<file path="src/dbar_pkg.sv">
// Shared types and constants for the debounced button auto-repeat block.
`default_nettype none
package dbar_pkg;

    localparam int NUM_BUTTONS = 4;
    localparam int BTN_AW      = (NUM_BUTTONS > 1) ? $clog2(NUM_BUTTONS) : 1;
    localparam int IDX_W       = 2;
    localparam int TIME_W      = 32;
    localparam int CFG_W       = 16;
    localparam int DIV_STEPS   = TIME_W;
    localparam int DIV_CNT_W   = $clog2(DIV_STEPS);
    localparam int APB_AW      = 5;
    localparam int APB_DW      = 32;
    localparam int REG_IDX_W   = 3;

    // Register indexes; byte address is 4 * index.
    localparam logic [REG_IDX_W-1:0] REG_DEBOUNCE = 3'd0;
    localparam logic [REG_IDX_W-1:0] REG_INIT_HOLD = 3'd1;
    localparam logic [REG_IDX_W-1:0] REG_ACCEL = 3'd2;
    localparam logic [REG_IDX_W-1:0] REG_SLOW = 3'd3;
    localparam logic [REG_IDX_W-1:0] REG_FAST = 3'd4;

    localparam logic [CFG_W-1:0] RST_DEBOUNCE  = 16'd50;
    localparam logic [CFG_W-1:0] RST_INIT_HOLD = 16'd500;
    localparam logic [CFG_W-1:0] RST_ACCEL     = 16'd2000;
    localparam logic [CFG_W-1:0] RST_SLOW      = 16'd200;
    localparam logic [CFG_W-1:0] RST_FAST      = 16'd20;

    typedef struct packed {
        logic [IDX_W-1:0]  button_index;
        logic              raw_level;
        logic [TIME_W-1:0] now_ms;
    } t_in_word;

    typedef struct packed {
        logic [IDX_W-1:0] button_id;
        logic             fire;
        logic             debounced_pressed;
    } t_out_word;

    // One button's state as it sits in the state memory.
    typedef struct packed {
        logic [TIME_W-1:0] last_change;
        logic [TIME_W-1:0] press_start;
        logic [TIME_W-1:0] last_fire;
        logic              stable;
        logic              holding;
    } t_entry;

    typedef struct packed {
        logic [CFG_W-1:0] debounce;
        logic [CFG_W-1:0] init_hold;
        logic [CFG_W-1:0] accel;
        logic [CFG_W-1:0] slow;
        logic [CFG_W-1:0] fast;
    } t_cfg;

endpackage
`default_nettype wire

</file>
<file path="src/debounced_button_auto_repeat.sv">
// Debounced active-low buttons with accelerating auto-repeat: top level and sequencer.
//
// Input channel (i_in_valid / o_in_ready, word i_in_word): one sample of one
// button with its millisecond timestamp. Output channel (o_out_valid /
// i_out_ready, word o_out_word): exactly one result word per input word, in
// order: button id, fire flag and the debounced level.
// Per-button state lives in a small synchronous memory that is read when a
// word is taken and written back when its result is produced.
// Flow: one word at a time. When the repeat interval must shrink during
// acceleration, the 32-step divider works it out in S_START and S_DIV.
// The result is registered into the output register from S_DONE, after
// S_EVAL and S_HOLD (and S_START and S_DIV when the divider runs).
// A new word is taken while a result still waits in the output register; a
// stalled receiver holds the sequencer at write-back once a second result is
// ready.
// Reset: all button state reads as released with zero timestamps, and the
// timing registers return to their defaults. The user must write settings (APB,
// 4-byte stride) only while no word is in flight; the block does not enforce it.
`default_nettype none
module debounced_button_auto_repeat (
    input  logic                        i_clk,
    input  logic                        i_rst_n,
    input  logic                        i_in_valid,
    output logic                        o_in_ready,
    input  dbar_pkg::t_in_word          i_in_word,
    output logic                        o_out_valid,
    input  logic                        i_out_ready,
    output dbar_pkg::t_out_word         o_out_word,
    input  logic                        psel,
    input  logic                        penable,
    input  logic                        pwrite,
    input  logic [dbar_pkg::APB_AW-1:0] paddr,
    input  logic [dbar_pkg::APB_DW-1:0] pwdata,
    output logic [dbar_pkg::APB_DW-1:0] prdata,
    output logic                        pready
);
    import dbar_pkg::*;

    typedef enum logic [5:0] {
        S_IDLE  = 6'b000001,
        S_EVAL  = 6'b000010,
        S_HOLD  = 6'b000100,
        S_START = 6'b001000,
        S_DIV   = 6'b010000,
        S_DONE  = 6'b100000
    } t_state;

    t_state            r_state, n_state;
    t_cfg              w_cfg;
    t_in_word          r_item;
    t_entry            w_rd_ent;
    t_entry            r_ent, n_ent;
    t_entry            w_wr_ent;
    t_out_word         r_out_word;
    logic              r_out_valid;
    logic [TIME_W-1:0] r_since;
    logic [CFG_W-1:0]  r_span;
    logic [CFG_W-1:0]  r_range;
    logic              r_need_div;
    logic              r_no_rep;
    logic              w_in_acc;
    logic              w_oor;
    logic              w_out_free;
    logic              w_finish;
    logic              w_pressed_now;
    logic [TIME_W-1:0] w_hold;
    logic [TIME_W-1:0] w_since;
    logic [TIME_W-1:0] w_span;
    logic              w_no_rep;
    logic              w_need_div;
    logic [TIME_W-1:0] w_product;
    logic              w_div_done;
    logic [CFG_W-1:0]  w_quot;
    logic [CFG_W-1:0]  w_interval;
    logic              w_due;
    logic              w_fire;

    dbar_cfg u_cfg (
        .i_clk   (i_clk),
        .i_rst_n (i_rst_n),
        .psel    (psel),
        .penable (penable),
        .pwrite  (pwrite),
        .paddr   (paddr),
        .pwdata  (pwdata),
        .prdata  (prdata),
        .pready  (pready),
        .o_cfg   (w_cfg)
    );

    dbar_state_mem u_mem (
        .i_clk     (i_clk),
        .i_rst_n   (i_rst_n),
        .i_rd_en   (w_in_acc),
        .i_rd_addr (BTN_AW'(i_in_word.button_index)),
        .o_rd_data (w_rd_ent),
        .i_wr_en   (w_finish & ~w_oor),
        .i_wr_addr (BTN_AW'(r_item.button_index)),
        .i_wr_data (w_wr_ent)
    );

    assign w_product = TIME_W'(r_range) * TIME_W'(r_span);

    dbar_div u_div (
        .i_clk      (i_clk),
        .i_rst_n    (i_rst_n),
        .i_start    (r_state == S_START),
        .i_dividend (w_product),
        .i_divisor  (w_cfg.accel),
        .o_done     (w_div_done),
        .o_quotient (w_quot)
    );

    assign o_in_ready    = (r_state == S_IDLE);
    assign w_in_acc      = i_in_valid & o_in_ready;
    assign w_oor         = 32'(r_item.button_index) >= NUM_BUTTONS;
    assign w_out_free    = ~r_out_valid | i_out_ready;
    assign w_finish      = (r_state == S_DONE) & w_out_free;
    assign w_pressed_now = ~r_item.raw_level;

    // Debounce against the entry just read.
    always_comb begin
        n_ent = w_rd_ent;
        if (w_pressed_now != w_rd_ent.stable) begin
            if ((r_item.now_ms - w_rd_ent.last_change) >= TIME_W'(w_cfg.debounce)) begin
                n_ent.stable      = w_pressed_now;
                n_ent.last_change = r_item.now_ms;
                n_ent.holding     = 1'b0;
                if (w_pressed_now) begin
                    n_ent.press_start = r_item.now_ms;
                    n_ent.last_fire   = r_item.now_ms;
                end
            end
        end else begin
            n_ent.last_change = r_item.now_ms;
        end
    end

    // Hold time and where in the acceleration ramp the button is.
    assign w_hold     = r_item.now_ms - r_ent.press_start;
    assign w_since    = r_item.now_ms - r_ent.last_fire;
    assign w_no_rep   = w_hold < TIME_W'(w_cfg.init_hold);
    assign w_span     = w_hold - TIME_W'(w_cfg.init_hold);
    assign w_need_div = r_ent.stable & r_ent.holding & ~w_no_rep
                      & (w_span < TIME_W'(w_cfg.accel)) & (w_cfg.slow >= w_cfg.fast);

    // Repeat decision and write-back.
    assign w_interval = r_need_div ? (w_cfg.slow - w_quot) : w_cfg.fast;
    assign w_due      = ~r_no_rep & (r_since >= TIME_W'(w_interval));
    assign w_fire     = ~w_oor & r_ent.stable & (~r_ent.holding | w_due);

    always_comb begin
        w_wr_ent = r_ent;
        if (r_ent.stable) begin
            w_wr_ent.holding = 1'b1;
        end
        if (w_fire) begin
            w_wr_ent.last_fire = r_item.now_ms;
        end
    end

    always_comb begin
        n_state = r_state;
        case (r_state)
            S_IDLE: begin
                if (w_in_acc) begin
                    n_state = S_EVAL;
                end
            end
            S_EVAL: begin
                n_state = w_oor ? S_DONE : S_HOLD;
            end
            S_HOLD: begin
                n_state = w_need_div ? S_START : S_DONE;
            end
            S_START: begin
                n_state = S_DIV;
            end
            S_DIV: begin
                if (w_div_done) begin
                    n_state = S_DONE;
                end
            end
            S_DONE: begin
                if (w_out_free) begin
                    n_state = S_IDLE;
                end
            end
            default: n_state = S_IDLE;
        endcase
    end

    always_ff @(posedge i_clk) begin
        if (!i_rst_n) begin
            r_state     <= S_IDLE;
            r_out_valid <= 1'b0;
            r_need_div  <= 1'b0;
        end else begin
            r_state <= n_state;
            if (w_finish) begin
                r_out_valid <= 1'b1;
            end else if (i_out_ready) begin
                r_out_valid <= 1'b0;
            end
            if (r_state == S_EVAL) begin
                r_need_div <= 1'b0;
            end else if (r_state == S_HOLD) begin
                r_need_div <= w_need_div;
            end
        end
    end

    always_ff @(posedge i_clk) begin
        if (w_in_acc) begin
            r_item <= i_in_word;
        end
        if (r_state == S_EVAL) begin
            r_ent <= n_ent;
        end
        if (r_state == S_HOLD) begin
            r_since  <= w_since;
            r_no_rep <= w_no_rep;
            r_span   <= w_span[CFG_W-1:0];
            r_range  <= w_cfg.slow - w_cfg.fast;
        end
        if (w_finish) begin
            r_out_word.button_id         <= r_item.button_index;
            r_out_word.fire              <= w_fire;
            r_out_word.debounced_pressed <= ~w_oor & r_ent.stable;
        end
    end

    assign o_out_valid = r_out_valid;
    assign o_out_word  = r_out_word;

endmodule
`default_nettype wire

</file>
<file path="src/dbar_cfg.sv">
// APB register file holding the debounce and repeat timing settings.
`default_nettype none
module dbar_cfg (
    input  logic                        i_clk,
    input  logic                        i_rst_n,
    input  logic                        psel,
    input  logic                        penable,
    input  logic                        pwrite,
    input  logic [dbar_pkg::APB_AW-1:0] paddr,
    input  logic [dbar_pkg::APB_DW-1:0] pwdata,
    output logic [dbar_pkg::APB_DW-1:0] prdata,
    output logic                        pready,
    output dbar_pkg::t_cfg              o_cfg
);
    import dbar_pkg::*;

    t_cfg                 r_cfg;
    logic [REG_IDX_W-1:0] w_idx;
    logic                 w_wr;

    assign pready = 1'b1;
    assign w_idx  = paddr[APB_AW-1:2];
    assign w_wr   = psel & penable & pwrite;
    assign o_cfg  = r_cfg;

    always_ff @(posedge i_clk) begin
        if (!i_rst_n) begin
            r_cfg.debounce  <= RST_DEBOUNCE;
            r_cfg.init_hold <= RST_INIT_HOLD;
            r_cfg.accel     <= RST_ACCEL;
            r_cfg.slow      <= RST_SLOW;
            r_cfg.fast      <= RST_FAST;
        end else if (w_wr) begin
            case (w_idx)
                REG_DEBOUNCE:  r_cfg.debounce  <= pwdata[CFG_W-1:0];
                REG_INIT_HOLD: r_cfg.init_hold <= pwdata[CFG_W-1:0];
                REG_ACCEL:     r_cfg.accel     <= pwdata[CFG_W-1:0];
                REG_SLOW:      r_cfg.slow      <= pwdata[CFG_W-1:0];
                REG_FAST:      r_cfg.fast      <= pwdata[CFG_W-1:0];
                default: begin
                end
            endcase
        end
    end

    always_comb begin
        case (w_idx)
            REG_DEBOUNCE:  prdata = {{(APB_DW-CFG_W){1'b0}}, r_cfg.debounce};
            REG_INIT_HOLD: prdata = {{(APB_DW-CFG_W){1'b0}}, r_cfg.init_hold};
            REG_ACCEL:     prdata = {{(APB_DW-CFG_W){1'b0}}, r_cfg.accel};
            REG_SLOW:      prdata = {{(APB_DW-CFG_W){1'b0}}, r_cfg.slow};
            REG_FAST:      prdata = {{(APB_DW-CFG_W){1'b0}}, r_cfg.fast};
            default:       prdata = '0;
        endcase
    end

endmodule
`default_nettype wire

</file>
<file path="src/dbar_state_mem.sv">
// Per-button state memory: registered synchronous read, entries read as zero until written.
`default_nettype none
module dbar_state_mem (
    input  logic                        i_clk,
    input  logic                        i_rst_n,
    input  logic                        i_rd_en,
    input  logic [dbar_pkg::BTN_AW-1:0] i_rd_addr,
    output dbar_pkg::t_entry            o_rd_data,
    input  logic                        i_wr_en,
    input  logic [dbar_pkg::BTN_AW-1:0] i_wr_addr,
    input  dbar_pkg::t_entry            i_wr_data
);
    import dbar_pkg::*;

    t_entry                 mem [NUM_BUTTONS];
    logic [NUM_BUTTONS-1:0] r_vld;
    t_entry                 r_rd_data;
    logic                   r_rd_vld;

    always_ff @(posedge i_clk) begin
        if (i_wr_en) begin
            mem[i_wr_addr] <= i_wr_data;
        end
        if (i_rd_en) begin
            r_rd_data <= mem[i_rd_addr];
        end
    end

    always_ff @(posedge i_clk) begin
        if (!i_rst_n) begin
            r_vld    <= '0;
            r_rd_vld <= 1'b0;
        end else begin
            if (i_wr_en) begin
                r_vld[i_wr_addr] <= 1'b1;
            end
            if (i_rd_en) begin
                r_rd_vld <= r_vld[i_rd_addr];
            end
        end
    end

    // Unwritten entries hold the reset state.
    assign o_rd_data = r_rd_vld ? r_rd_data : '0;

endmodule
`default_nettype wire

</file>
<file path="src/dbar_div.sv">
// Restoring divider, one quotient bit per cycle, for the repeat interval cut.
`default_nettype none
module dbar_div (
    input  logic                        i_clk,
    input  logic                        i_rst_n,
    input  logic                        i_start,
    input  logic [dbar_pkg::TIME_W-1:0] i_dividend,
    input  logic [dbar_pkg::CFG_W-1:0]  i_divisor,
    output logic                        o_done,
    output logic [dbar_pkg::CFG_W-1:0]  o_quotient
);
    import dbar_pkg::*;

    logic                 r_busy;
    logic                 r_done;
    logic [DIV_CNT_W-1:0] r_cnt;
    logic [CFG_W-1:0]     r_rem;
    logic [TIME_W-1:0]    r_quo;
    logic [CFG_W-1:0]     r_dvs;
    logic [CFG_W:0]       w_shift;
    logic [CFG_W:0]       w_diff;
    logic                 w_ge;

    assign w_shift = {r_rem, r_quo[TIME_W-1]};
    assign w_diff  = w_shift - {1'b0, r_dvs};
    assign w_ge    = ~w_diff[CFG_W];

    always_ff @(posedge i_clk) begin
        if (!i_rst_n) begin
            r_busy <= 1'b0;
            r_done <= 1'b0;
            r_cnt  <= '0;
        end else begin
            r_done <= 1'b0;
            if (i_start) begin
                r_busy <= 1'b1;
                r_cnt  <= DIV_CNT_W'(DIV_STEPS - 1);
            end else if (r_busy) begin
                r_cnt <= r_cnt - 1'b1;
                if (r_cnt == '0) begin
                    r_busy <= 1'b0;
                    r_done <= 1'b1;
                end
            end
        end
    end

    always_ff @(posedge i_clk) begin
        if (i_start) begin
            r_rem <= '0;
            r_quo <= i_dividend;
            r_dvs <= i_divisor;
        end else if (r_busy) begin
            // Remainder stays below the divisor, so it fits the divisor width.
            r_rem <= w_ge ? w_diff[CFG_W-1:0] : w_shift[CFG_W-1:0];
            r_quo <= {r_quo[TIME_W-2:0], w_ge};
        end
    end

    assign o_done     = r_done;
    assign o_quotient = r_quo[CFG_W-1:0];

endmodule
`default_nettype wire
</file>
<file path="config.mk">
export PLATFORM = sky130hd
export DESIGN_NAME = debounced_button_auto_repeat
export DESIGN_NICKNAME = d
export VERILOG_FILES = /design/src/dbar_pkg.sv /design/src/debounced_button_auto_repeat.sv /design/src/dbar_cfg.sv /design/src/dbar_state_mem.sv /design/src/dbar_div.sv
export SDC_FILE = /design/constraint.sdc
export NUM_CORES = 2
export LEC_CHECK = 0
export BUFFER_PORTS_ARGS = -buffer_cell sky130_fd_sc_hd__buf_2
export CORE_MARGIN = 2
export CORE_UTILIZATION = 35
export CTS_BUF_LIST = sky130_fd_sc_hd__clkbuf_2
export DETAILED_ROUTE_END_ITERATION = 8
export GPL_ROUTABILITY_DRIVEN = 0
export PLACE_DENSITY = 0.48
export SETUP_SLACK_MARGIN = 0.05
export SYNTH_ARGS = -nofsm -noshare
export SYNTH_HDL_FRONTEND = slang
export SYNTH_SLANG_ARGS = --single-unit
</file>
<file path="constraint.sdc">
create_clock -name i_clk -period 28.7 [get_ports i_clk]
set_input_delay 5.74 -clock i_clk [delete_from_list [all_inputs] [get_ports i_clk]]
set_output_delay 5.74 -clock i_clk [all_outputs]
set_load 0.005 [all_outputs]
</file>
## Yosys cells after proc, flatten, opt, wreduce, memory -nomap -nowiden

Memory sizes are Yosys's and may differ from the RTL's. A register that Yosys moved wholly into a read port is not among the register bits.
Index checks and enable logic that the tools add are counted.

| cells by class | value |
|---|---|
| bitwise operators | 21 |
| muxes and demuxes | 31 |
| equality and inequality tests | 14 |
| reductions and logical operators | 13 |
| add/sub/neg operators | 8 |
| multipliers | 1 |
| order comparisons | 8 |

Operator list:

| operator | count |
|---|---|
| 2-to-1 mux 98 bit | 2 |
| 2-to-1 mux 32 bit | 4 |
| subtractor 32 bit | 3 |
| one-hot mux 16 bit (5 select lines) | 1 |
| 2-to-1 mux 66 bit | 1 |
| >= comparator 32 x 16 -> 1 bit | 2 |
| < comparator 32 x 16 -> 1 bit | 2 |
| 2-to-1 mux 64 bit | 1 |
| one-hot mux 6 bit (6 select lines) | 1 |
| multiplier 16 x 16 -> 32 bit | 1 |
| 2-to-1 mux 16 bit | 2 |
| subtractor 16 bit | 2 |
| subtractor 32 x 16 -> 32 bit | 1 |
| 2-to-1 mux 6 bit | 4 |
| subtractor 17 x 16 -> 17 bit | 1 |
| >= comparator 16 bit | 1 |
| 2-to-1 mux 1 bit | 11 |
| bitwise AND 1 bit | 10 |
| 2-to-1 mux 5 bit | 2 |
| AND reduction 2 bit | 5 |
| inverter 1 bit | 8 |
| == test 3 x 2 -> 1 bit, second input constant | 2 |
| == test 6 x 1 -> 1 bit, second input constant | 1 |
| == test 6 x 2 -> 1 bit, second input constant | 1 |
| 23 further kinds | 27 |

| word-level totals | value |
|---|---|
| word-level logic and storage cells | 128 |
| output and inout port bits | 39 |
| input bits | 79 |
| memories | 1 |
| flip-flop bits (word level) | 366 |
| bits in writable memories | 392 |

Memories:

| name | depth | bits a word | rd ports | clocked after Yosys merged registers in | write ports | line | text |
|---|---|---|---|---|---|---|---|
| u_mem.mem | 4 | 98 | 1 | 1 | 1 | dbar_state_mem.sv:15 | `t_entry mem [NUM_BUTTONS];` |

## Longest topological paths before layout

| depth | value |
|---|---|
| depth after elaboration | 8 |
| depth in mapped cells | 27 |
| mapped depth without buffers | 25 |

## By module

A second synthesis with hierarchy kept.

| second synthesis, totals | value |
|---|---|
| cell total of the unflattened synthesis | 4176 |
| area, all modules | 50963.9 um^2 |

Modules (own cells, without submodules):

| module | seq. area each (um^2) | times used | cells an instance | area each (um^2) |
|---|---|---|---|---|
| debounced_button_auto_repeat | 6226.0 | 1 | 2700 | 25281.7 |
| dbar_state_mem | 14814.2 | 1 | 737 | 18044.8 |
| dbar_div | 1901.8 | 1 | 335 | 3833.7 |
| dbar_cfg | 1601.5 | 1 | 404 | 3803.6 |

## Worst setup path before layout

OpenSTA, ideal clock, no wires.

| timing path | value |
|---|---|
| path kind | input to register |
| from | input i_out_ready |
| to | memory u_mem.mem[0][0] in the netlist's numbering (enable) |
| library setup time | 0.698 ns |
| data required time | 28.002 ns |
| buffers on the path | 0 |
| setup slack | 14.528 ns |
| arrival time | 13.474 ns |
| cell stages on the path | 3 |
| path through | nand2b_1 > nor2b_1 > nor3b_1 |

| on the way | value |
|---|---|
| longest elaborated chain between the ends | 4 |

RTL lines:

| item | line | text |
|---|---|---|
| start, declared | debounced_button_auto_repeat.sv:27 | `input logic i_out_ready,` |
| OR 1 bit | debounced_button_auto_repeat.sv:117 | `assign w_out_free = ~r_out_valid \| i_out_ready;` |
| bitwise AND 1 bit | debounced_button_auto_repeat.sv:118 | `assign w_finish = (r_state == S_DONE) & w_out_free;` |
| via u_mem.i_wr_en | dbar_state_mem.sv:9 | `input logic i_wr_en,` |
| 2-to-1 mux 1 bit | dbar_state_mem.sv:21 | `if (i_wr_en) begin` |
| 2-to-1 mux 1 bit (implied by the code) | dbar_state_mem.sv:22 | `mem[i_wr_addr] <= i_wr_data;` |
| end, declared | dbar_state_mem.sv:15 |  |

The timed path passes the listed nets, and every way through them passes these cells.

## Worst setup path after layout

| timing path | value |
|---|---|
| from | input paddr[3] in the netlist's numbering |
| to | output prdata[5] in the netlist's numbering |

| on the way | value |
|---|---|
| longest elaborated chain between the ends | 2 |
| elaborated cells between the ends (all ways) | 6 |
| those cells by class | 4 x eq/ne; 1 x mux; 1 x reduce/logical |

RTL lines:

| item | line | text |
|---|---|---|
| start, declared | debounced_button_auto_repeat.sv:32 | `input logic [dbar_pkg::APB_AW-1:0] paddr,` |
| == test 3 bit, or another cell as far along | dbar_cfg.sv:47 | `case (w_idx)` |
| one-hot mux 16 bit (5 select lines) * | dbar_cfg.sv:47 |  |
| end, declared | debounced_button_auto_repeat.sv:34 | `output logic [dbar_pkg::APB_DW-1:0] prdata,` |

Mark *: on every way between the ends. The rest lies on a longest branch, timed or not.

==> results.md <==
Setup path:
- The data required time of the critical path is 22960 ps.
- The buffering stage count on the worst path with inverters included is 2.
- The worst endpoint data arrival time is 7660 ps.
- The reg-to-reg endpoint is r_ent[56].
- Setup slack on the worst reg-to-reg path comes out at 20440 ps.
- On the worst path, the slowest cell contributes a delay of 490 ps.
- The beginning of the worst register-to-register path is u_mem.r_rd_vld.
- The critical setup path kind is input port to output pin.
- The cell with the largest stage delay on the worst path is sky130_fd_sc_hd__buf_2.
- The critical path goes through buf_2, nor2_1, and2_1, nand2_1, o21ai_0, a221o_1, buf_2.
- The number of cells traversed by the worst register-to-register path is 24.
- Counting stages on the worst path, the most repeated cell is sky130_fd_sc_hd__buf_2.
- STA classifies the critical path endpoint as an output pin.
- The family with the most delay on the worst path is simple AND/OR/NAND/NOR gates.
- The startpoint type of the worst setup path is an input port.
- The largest fanout on the critical path is 21.

Placed design:
- The number of cells after detailed placement is 6033.
- The worst setup timing slack at the placement stage is 15320 ps.
- The count of input and output buffers is 82.
- The placed wire-length estimate is 93250 µm.

STA:
- The final clock period utilization by the worst path is 0.4669.
- The final hold violation count is 0.
- The setup TNS after final layout is 0 ps.
- Clock skew on the completed layout was measured at 197.7 ps.
- The worst pin sits at a relative slew slack of 0.2595.
- Setup violations remaining at the end of the flow were counted as 0.
- The max-slew violation count is 0.
- Timing would allow up to 0.07463 GHz.
- The time the worst path needs with I/O delays and setup is 13400 ps.
- The setup slack after layout is 15300 ps.
- At the pin with the least slew margin, the transition time is 1108 ps.
- Setup repair after global routing left no endpoint under its margin.

Power and ir drop:
- The internal power of the cells totals 1.967 mW.
- The maximum vdd ir drop is 0.00003259 V.
- The switching power is 0.9060 mW.
- The register share of total power is 0.502.
- The share of total power dissipated in combinational logic is 0.197.
- The analysis attributes to cell leakage a power of 21.15 nW.
- The share of power burned in the clock network is 0.300.
- The cell area power density is 53.03 mW/mm².
- The switching portion of total power is 0.3154.

Global routing:
- In the global route stage, overall resource usage came out at 0.1841.
- The largest net degree at the start of global routing is 68.
- The first global-routing pass estimated 203200 µm of wire.
- After global routing the overflow that remains totals 0.
- The via count of the first global-routing pass is 33470.
- The number of antenna violations at the first check in global routing is 9.

Clock network:
- The H-tree level count is 4.
- The clock sink count is 856.
- After clock tree synthesis, the clock-pin slew on the worst setup and hold paths is 130 ps.
- The tree is rooted in a sky130_fd_sc_hd__clkbuf_2.
- In this run, post-CTS repair resized a total of 0 instances.
- For this design, the CTS-stage hold fixing added 0 buffers.
- The clock latency at the later pin of the worst-skew pair is 1680 ps.
- The TritonCTS buffer count is 221.
- TritonCTS built the clock tree.
- The number of setup buffers added after CTS is 0.
- The number of buffers on the longest clock path is 3.

Layout:
- The number of nets in the layout is 4955.
- The proportion of layout cells with a drive suffix above 1 is 0.1336.
- After filler insertion, the fill cell instance count of the layout stands at 14000.
- The combined area of the multi-input logic cells is 0.02264 mm².
- The core utilization of the finished layout is 0.3836.
- In the final layout, flip-flops and latches occupy 0.02454 mm².
- Compared with the post-synthesis result, the final layout area differs by 8.906%.
- The post-layout instance count excluding filler cells is 6435.

Die:
- The full die area is 0.1452 mm².
- Pin placement for this block handled 118 I/O pins.
- The starting density of the core is 0.3522.
- The horizontal extent of the die is 381 µm.
- The die is 381 µm tall.
- The row count is 138.
- In this run the standard cell core region covers 0.1412 mm².

Outcome:
- The flow ran to the end, and the final reports show no timing, DRC or antenna violations.

Worst hold path:
- The tightest min-delay check is of the flop to flop type.
- In this run the most critical hold path is launched from u_div.r_quo[14].
- The worst hold path passes through 2 cells.
- For hold timing, the worst endpoint is u_div.r_quo[15].

Logic synthesis:
- The average instance in the mapped netlist occupies 11.92 µm².
- Of the post-synthesis cell area, the dominant cell type holds 0.4467.
- The area of the mapped netlist is 0.04975 mm².
- Of all cell types, the one taking the most synthesized area is sky130_fd_sc_hd__edfxtp_1.
- After technology mapping, the gate count stands at 4172.
- The number of synthesized flops with an enable pin is 740.
- The register area share after synthesis is 0.4934.
- Ranked by total cell area, the synthesized netlist is headed by sky130_fd_sc_hd__edfxtp_1, sky130_fd_sc_hd__fa_1, sky130_fd_sc_hd__ha_1, sky130_fd_sc_hd__dfxtp_1, sky130_fd_sc_hd__mux4_2.
- The most instantiated library cell after synthesis is sky130_fd_sc_hd__edfxtp_1.
- After synthesis, the netlist uses 85 different library cells.
- After synthesis, the most frequently instantiated cells are sky130_fd_sc_hd__edfxtp_1, sky130_fd_sc_hd__nand2_1, sky130_fd_sc_hd__inv_1.
- The post-synthesis register bit count is 856.
- The most common flop cell mapped by yosys is sky130_fd_sc_hd__edfxtp_1.
- The number of warnings issued by yosys is 0.
- After synthesis, the share of flip-flops with an asynchronous set or reset is 0.

Detailed routing:
- After detailed routing, the average wire length per cell comes to 20.75 µm.
- For this run, design rule violations remaining after detail routing come to 0.
- The routed via count is 32650.
- After detailed routing, the number of vias per cell comes to 5.073.
- The number of antenna-violating nets in the routed design is 0.
- The detailed router finished its first iteration with 2061 violations.
- The number of detailed-route iterations in the first pass is 6.
- For this block, the routed nets add up to 133500 µm of wire.

Job:
- Across the run, the number of max-cap violations was 0.
## power groups by stage
stage / clock network [mW] / registers, mW / logic [mW]
6_report: 0.863 / 1.44 / 0.567
3_5_place_dp: 0 / 1.47 / 0.569
2_1_floorplan: 0 / 1.45 / 0.417
5_1_grt: 0.965 / 1.45 / 0.636
4_1_cts: 0.909 / 1.44 / 0.573
3_3_place_gp: 0 / 1.47 / 0.565
## stage by stage
step | total power, mW | instance area [µm²] | hold WS (ps)
final | 2.873 | 54180 | 438.5
after global routing | 3.048 | 54170 | 438.5
after CTS | 2.925 | 54170 | 366.9
after detailed placement | 2.040 | 52130 | 454.5
after global placement | 2.037 | 52130 | 444.1
after floorplan | 1.872 | 49800 | 431.5
## per-layer routing
layer / track usage / vias up / share of wire
met3: 0.03003 / 202 / 0.042
li1: - / 15370 / -
met4: 0.05819 / 2 / 0.022
met5: 0 / - / 0.000097
met1: 0.2501 / 16350 / 0.47
met2: 0.3008 / 719 / 0.47
## layout by cell type (no fill, tap or decap), types with 44 or more instances in the layout
cell type / n
sky130_fd_sc_hd__nor2_1: 125
sky130_fd_sc_hd__mux2i_1: 108
sky130_fd_sc_hd__o21ai_0: 138
sky130_fd_sc_hd__edfxtp_1: 740
sky130_fd_sc_hd__clkbuf_2: 323
sky130_fd_sc_hd__clkinv_1: 54
sky130_fd_sc_hd__xor2_1: 57
sky130_fd_sc_hd__a21o_1: 71
sky130_fd_sc_hd__a22o_1: 64
sky130_fd_sc_hd__xnor2_1: 90
sky130_fd_sc_hd__and2_1: 99
sky130_fd_sc_hd__nand3_1: 44
sky130_fd_sc_hd__nand2_1: 511
sky130_fd_sc_hd__mux4_2: 100
sky130_fd_sc_hd__a21oi_1: 147
sky130_fd_sc_hd__inv_1: 494
sky130_fd_sc_hd__a21boi_0: 74
sky130_fd_sc_hd__fa_1: 201
sky130_fd_sc_hd__ha_1: 309
sky130_fd_sc_hd__buf_2: 80
sky130_fd_sc_hd__dfxtp_1: 115
## layout make-up
| class | instances | area share |
|---|---|---|
| Tap cell | 1890 | 0.04365 |
| Inverter | 499 | 0.03462 |
| Clock inverter | 76 | 0.007875 |
| Timing Repair Buffer | 119 | 0.01291 |
| Sequential cell | 856 | 0.4531 |
| Multi-Input combinational cell | 2669 | 0.4179 |
| Clock buffer | 323 | 0.02984 |
| Antenna cell | 3 | 0.0001386 |
## tightest hold or removal path, cell delays in order (launching register included)
cell and delay [ps]:
sky130_fd_sc_hd__edfxtp_1 360, sky130_fd_sc_hd__nand2_1 50, sky130_fd_sc_hd__o21ai_0 60
## flip-flops by register name, indices dropped and copies added, names as in the netlist, 4 cells and up
signal / flops
u_div.r_cnt: 5
r_item: 35
u_mem.r_vld: 4
u_cfg.o_cfg: 80
r_range: 16
u_div.r_rem: 16
r_ent: 98
o_out_word: 4
u_mem.r_rd_data: 98
u_mem.mem: 392
r_state: 6
r_since: 32
u_div.r_dvs: 16
r_span: 16
u_div.r_quo: 32
## worst max path at each step
stage,from,endpoint,slack [ps],cells after the start
after global placement,paddr[3],prdata[13],15340,7
after detailed placement,paddr[3],prdata[5],15320,7
final,paddr[3],prdata[5],15300,7
after global routing,paddr[3],prdata[5],15220,7
after floorplan,i_out_ready,u_mem.mem[0][0],14530,3
after CTS,paddr[3],prdata[5],15310,7
## cells by family after synthesis
group,synth area share
AO/OA/AOI/OAI,0.1052
XOR/XNOR,0.02606
adder cells (fa/ha/maj),0.1586
buffers and inverters,0.05383
flip-flops,0.4934
multiplexers,0.06859
other,0.0001510
AND/OR/NAND/NOR,0.09420
Power figures use the tool's default switching activity.
